**src/rtl/rau_pkg.sv**
```systemverilog
// Package for the rational arithmetic unit: widths, operation codes and shared types.
// Used by every module in rtl.
`timescale 1ns / 1ps
package rau_pkg;
  localparam int OPERAND_WIDTH = 32;
  localparam int WW = 64;
  localparam int GW = 7;

  typedef enum logic [1:0] {
    CMD_ADD = 2'd0,
    CMD_SUB = 2'd1,
    CMD_MUL = 2'd2,
    CMD_DIV = 2'd3
  } cmd_t;

  typedef struct packed {
    logic start;
    logic [WW-1:0] x;
    logic [WW-1:0] y;
  } gcd_req_t;

  typedef struct packed {
    logic done;
    logic [WW-1:0] g;
  } gcd_rsp_t;
endpackage

```
**src/rtl/rau_divider.sv**
```systemverilog
// Restoring divider, one quotient bit per cycle, 64-bit unsigned.
// Depends on rau_pkg.
`timescale 1ns / 1ps
module rau_divider
  import rau_pkg::*;
(
  input  logic          clk,
  input  logic          rst,
  input  logic          start,
  input  logic [WW-1:0] dividend,
  input  logic [WW-1:0] divisor,
  output logic          done,
  output logic [WW-1:0] quotient,
  output logic [WW-1:0] remainder
);
  logic [WW-1:0] q;
  logic [WW-1:0] r;
  logic [WW-1:0] d;
  logic [GW-1:0] cnt;
  logic          busy;
  logic [WW:0]   trial;

  assign trial = {r, q[WW-1]} - {1'b0, d};

  always_ff @(posedge clk) begin
    if (rst) begin
      busy <= 1'b0;
      done <= 1'b0;
    end else begin
      done <= !start && busy && (cnt == GW'(WW - 1));
      if (start) begin
        busy <= 1'b1;
        cnt  <= '0;
      end else if (busy) begin
        cnt <= cnt + 1'b1;
        if (cnt == GW'(WW - 1)) begin
          busy <= 1'b0;
        end
      end
    end
    if (start) begin
      q <= dividend;
      r <= '0;
      d <= divisor;
    end else if (busy) begin
      // The remainder can carry one extra bit before the subtract.
      if (!trial[WW]) begin
        r <= trial[WW-1:0];
        q <= {q[WW-2:0], 1'b1};
      end else begin
        r <= {r[WW-2:0], q[WW-1]};
        q <= {q[WW-2:0], 1'b0};
      end
    end
  end

  assign quotient  = q;
  assign remainder = r;
endmodule

```
**config.mk**
```make
export PLATFORM = sky130hd
export DESIGN_NAME = rau_divider
export DESIGN_NICKNAME = d
export VERILOG_FILES = /design/src/rtl/rau_pkg.sv /design/src/rtl/rau_divider.sv
export SDC_FILE = /design/constraint.sdc
export NUM_CORES = 1
export LEC_CHECK = 0
export BUFFER_PORTS_ARGS = -buffer_cell sky130_fd_sc_hd__buf_2
export CAP_MARGIN = 20
export CORE_MARGIN = 8
export CORE_UTILIZATION = 60
export DETAILED_ROUTE_END_ITERATION = 10
export GPL_TIMING_DRIVEN = 0
export PLACE_DENSITY = 0.87
export SLEW_MARGIN = 20
export SYNTH_ARGS = -nofsm -noshare
export SYNTH_HDL_FRONTEND = slang
export SYNTH_SLANG_ARGS = --single-unit
```
**constraint.sdc**
```tcl
create_clock -name clk -period 5.35 [get_ports clk]
set_input_delay 1.07 -clock clk [delete_from_list [all_inputs] [get_ports clk]]
set_output_delay 1.07 -clock clk [all_outputs]
set_load 0.1 [all_outputs]
```
# ---- Word-level counts from Yosys, hierarchy flattened
# Index checks and enable logic that the tools add are counted.
dict set report op_classes {
  addsub 2
  mux 8
  bitwise_logic 1
  n_eq_ne 1
  reduce_logical 5
}
# operator count
set ops {}
lappend ops {{two-way mux 64 bit} 3}
lappend ops {{subtractor 65 x 64 -> 65 bit} 1}
lappend ops {{adder 7 x 1 -> 7 bit (second input constant)} 1}
lappend ops {{equality test 7 x 6 -> 1 bit (second input constant)} 1}
lappend ops {{two-way mux 7 bit} 1}
lappend ops {{two-way mux 1 bit} 4}
lappend ops {{logical AND 1 bit} 2}
lappend ops {{AND reduction 2 bit} 1}
lappend ops {{nonzero test 2 bit} 1}
lappend ops {{zero test 1 bit} 1}
lappend ops {{NOT 1 bit} 1}
dict set report word_totals {
  output_inout_bits 129
  reg_bits 201
  in_bits 131
}

# ---- Longest topological paths before layout
dict set report logic_depth {
  word_depth 4
  ltp_mapped 16
}

# ---- Least setup slack after synthesis
# Ideal clock, no wire load.
dict set report synth_timing {
  path_type {register to register}
  from {reg q[63] (netlist: quotient[63])}
  to {reg r[10] (netlist: remainder[10])}
  arrival_time_ps 3930
  setup_time_ps 91
  n_path_buf 0
  period_less_slack_ps 4021
  setup_slack_ps 1329
  path_stages_with_launch 14
  cell_sequence {edfxtp_1 inv_1 ha_1 fa_1 and2b_1 o31ai_2 a21o_1 a211oi_2 o21ai_1 a211o_1 a21oi_4 nor3_2 or4b_1 a311oi_1}
}
dict set report synth_via {
  elab_chain_cells 2
}
# item line
set synth_lines {}
lappend synth_lines {{start, declared} rau_divider.sv:16} ;# logic [WW-1:0] q;
lappend synth_lines {{start signal, assigned} rau_divider.sv:42} ;# q <= dividend;
lappend synth_lines {{start signal, assigned} rau_divider.sv:49} ;# q <= {q[WW-2:0], 1'b1};
lappend synth_lines {{start signal, assigned} rau_divider.sv:52} ;# q <= {q[WW-2:0], 1'b0};
lappend synth_lines {{subtractor 65 x 64 -> 65 bit} rau_divider.sv:23} ;# assign trial = {r, q[WW-1]} - {1'b0, d};
lappend synth_lines {{two-way mux 64 bit} rau_divider.sv:47} ;# if (!trial[WW]) begin
lappend synth_lines {{end signal, assigned} rau_divider.sv:48} ;# r <= trial[WW-1:0];
lappend synth_lines {{end signal, assigned} rau_divider.sv:51} ;# r <= {r[WW-2:0], q[WW-1]};
lappend synth_lines {{end, declared} rau_divider.sv:17} ;# logic [WW-1:0] r;
# No other way between the ends.
# A chain may end at the register's enable or synchronous reset.

# ---- Worst setup path in the final report
dict set report layout_timing {
  from {reg q[63] (netlist: quotient[63])}
  to {reg r[3] (netlist: remainder[3])}
}
# The elaborated chain is that of the path after synthesis.

==> flow_summary.toml <==
[outcome]
status = "completed"

[logic_synthesis]
synth_enable_flop_cells = 135
async_reset_ff_share_pct = 0
synth_ff_type = "edfxtp_1"
synth_top_family_by_area = "compound AO/OA/AOI/OAI gates"
synthXorXnorAreaFrac_pct = 3.68
ys_types = 71
synth_area_leader_cell = "edfxtp_1"
synth_area_leaders = "edfxtp_1 33%, dfxtp_1 11%, ha_1 6.7%"
synth-seq-cells = 201
synth-compound-area-share_pct = 20.6
synth-simple-area-share_pct = 13.1
synth_top_area_share_pct = 33.4
ys_seq_area_share_pct = 44.3
yosys_warnings = 0
syn-num-nets = 1453
avgSynthCellArea_um2 = 9.66
synth_mux_area_share_pct = 6.18
synthCells = 1256
syn-cell-area_um2 = 12100
synthAdderAreaFrac_pct = 6.87

[global_routing]
grt_max_degree = 57
grt_pass1_vias = 11352
grt_first_pass_wirelength_um = 60500
antenna_found_initial = 0
globalRouteTotalUtil_pct = 31.0
grt_overflow_total = 0

[placement]
port_buffers = 259
place_area_um2 = 13800
hpwlAfterDp_um = 30400
post-place-ws_ns = 1.05
place.gp.congestion = 0.997

[worst_setup_path]
critPathKind = "flop to flop"
crit_required_ns = 5.78
max_stage_delay_ns = 0.60
end_kind = "flop"
cpLargestDelayFamily = "compound AO/OA/AOI/OAI gates"
slowest_stage = "o21a_1"
cp.arrival_ns = 4.86
crit_fanout = 10
crit_buf_inv = 3
critPathMostFrequentCell = "buf_4"
setup.worst_path.start_class = "flop"
path_cells = "inv_1, ha_1, fa_1, and2b_1, o31ai_2, a21o_1, a211oi_2, o21ai_1, a211o_1, a21oi_4, o21a_1, buf_4, buf_4, nor3_1, a311oi_2"

[detailed_routing]
drt_iter0_drc = 1009
vias = 11316
via_per_inst = 6.18
antenna_left = 0
drt-pass1-iter-count = 5
routedWlPerCell_um = 21.8
drt-total-wl_um = 39900
drc = 0

[clock_network]
cts_made_buffers = 23
post_cts_resized = 0
post_cts_buffers = 0
clock-sinks = 201
htree_levels = 1
clk_pin_slew_ns = 0.06
clkLatencyLatePin_ns = 0.53
clk_path_buf_depth = 3
hold_buffers = 0
clockRootBuffer = "clkbuf_16"
tritoncts = "built"

[layout]
nFillCells = 1541
nets = 1739
syn_to_final_growth_pct = 19.8
layout_common_cells = "268 x buf_2, 135 x edfxtp_1, 102 x nor2_1"
drive_gt1_share_pct = 25.2
seqCellArea_um2 = 5380
multi_input_area_um2 = 6120
fin_area_um2 = 14500
final_common_cell = "buf_2"

[sta]
hold_viol_final = 0
clock.fmax_mhz = 226
finalCriticalPeriod_ns = 4.43
setup_viol = 0
finalCritPeriodShare_pct = 82.8
slew_viol_final = 0
layout_setup_ws_ns = 0.919
slew_headroom_pct = 21.4
tightest_slew_ns = 1.17
fin_skew_ns = 0.0201
fin_setup_tns_ns = 0
grt_setup_unrepaired = "false"

[floorplanning]
io_pins = 260
die_y_um = 158
rows = 52
die_x_um = 158
initial_core_util_pct = 60.5
core_area_um2 = 20000
dieArea_um2 = 25000

[power_and_ir_drop]
power_density_nw_per_um2 = 350
p_leak_nw = 6.19
ir_worst_vdd_uv = 352

[job]
maxCapViolations = 0

[min_path]
hp-class = "flop to flop"
[synthesized netlist by cell type, drive strengths merged, types with 4 or more instances]
master,count
nand2b,5
or2,6
a211oi,11
a21o,25
nand2,92
xor2,16
a221o,4
o31a,5
o311ai,6
a21oi,85
o211ai,27
mux2,63
clkbuf,61
a41oi,5
o21a,9
edfxtp,135
nand4,27
and2,9
o221ai,8
or3,9
and3,9
dfxtp,66
nor2,102
inv,85
mux2i,4
buf,15
o21bai,12
nand3,44
a2111oi,4
ha,65
a311oi,38
nor3,16
a31oi,9
xnor2,35
o21ai,98
nor2b,5
[registers in the layout, summed over array words and instances, names as in the netlist]
name and count:
d 64, quotient 64, remainder 64, cnt 7, busy 1, done 1
[path summary, 6_finish.rpt]
check,from,endpoint,slack [ns],depth (start not counted)
worst min-delay path,remainder[11]$_SDFFE_PP0P_,remainder[11]$_SDFFE_PP0P_,0.52,2
worst max-delay path,quotient[63]$_DFFE_PN_,remainder[3]$_SDFFE_PP0P_,0.92,15
worst max register to register,quotient[63]$_DFFE_PN_,remainder[3]$_SDFFE_PP0P_,0.92,15
worst min register to register,remainder[11]$_SDFFE_PP0P_,remainder[11]$_SDFFE_PP0P_,0.52,2
[worst register-to-register path: stages (launching register included)]
cell      delay [ns]
edfxtp_1        0.39
inv_1           0.06
ha_1            0.22
fa_1            0.38
and2b_1         0.28
o31ai_2         0.10
a21o_1          0.21
a211oi_2        0.43
o21ai_1         0.17
a211o_1         0.43
a21oi_4         0.25
o21a_1          0.60
buf_4           0.29
buf_4           0.20
nor3_1          0.09
a311oi_2        0.24
[report_power, final]
part           internal (W)  switching (W)  total, W
Combinational      0.000420        0.00125   0.00167
Clock              0.000855       0.000662   0.00152
Sequential          0.00181      0.0000976   0.00191
[cells by family (layout without fill, tap and decap cells)]
kind of cell	Yosys count	after routing
AND/OR/NAND/NOR	338	338
buffers and inverters	161	464
AO/OA/AOI/OAI	372	372
other	0	1
adder cells (fa/ha/maj)	66	66
flip-flops	201	201
multiplexers	67	67
XOR/XNOR	51	51
[layer usage]
| layer | share of wire [%] | up-vias | global-route usage [%] |
|---|---|---|---|
| met2 | 49 | 608 | 53.2 |
| met5 | 0 | - | 0 |
| met1 | 37 | 5326 | 35.6 |
| met3 | 10 | 115 | 8.76 |
| met4 | 3.9 | 0 | 13.4 |
| li1 | - | 5267 | - |
[stage by stage]
| stage | utilization [%] | hold WS [ns] | cells | total power [W] |
|---|---|---|---|---|
| after floorplan | - | 0.529 | 1256 | 0.00319 |
| after global placement | 68.7 | 0.499 | 1785 | 0.00354 |
| after detailed placement | 68.9 | 0.506 | 1787 | 0.00358 |
| after CTS | 72.5 | 0.515 | 1829 | 0.00508 |
| after global routing | 72.5 | 0.541 | 1829 | 0.00526 |
| final | 72.5 | 0.516 | 1830 | 0.00509 |
[layout make-up]
class / instances / area share (%)
multi-input cells: 894 / 42.1
flip-flops and latches: 201 / 37.0
repair buffers: 261 / 9.27
clock buffers: 30 / 4.44
well taps: 270 / 2.33
inverters: 85 / 2.21
plain buffers: 76 / 2.18
clock inverters: 12 / 0.456
diodes: 1 / 0.0172
(Power assumes the default switching activity.)
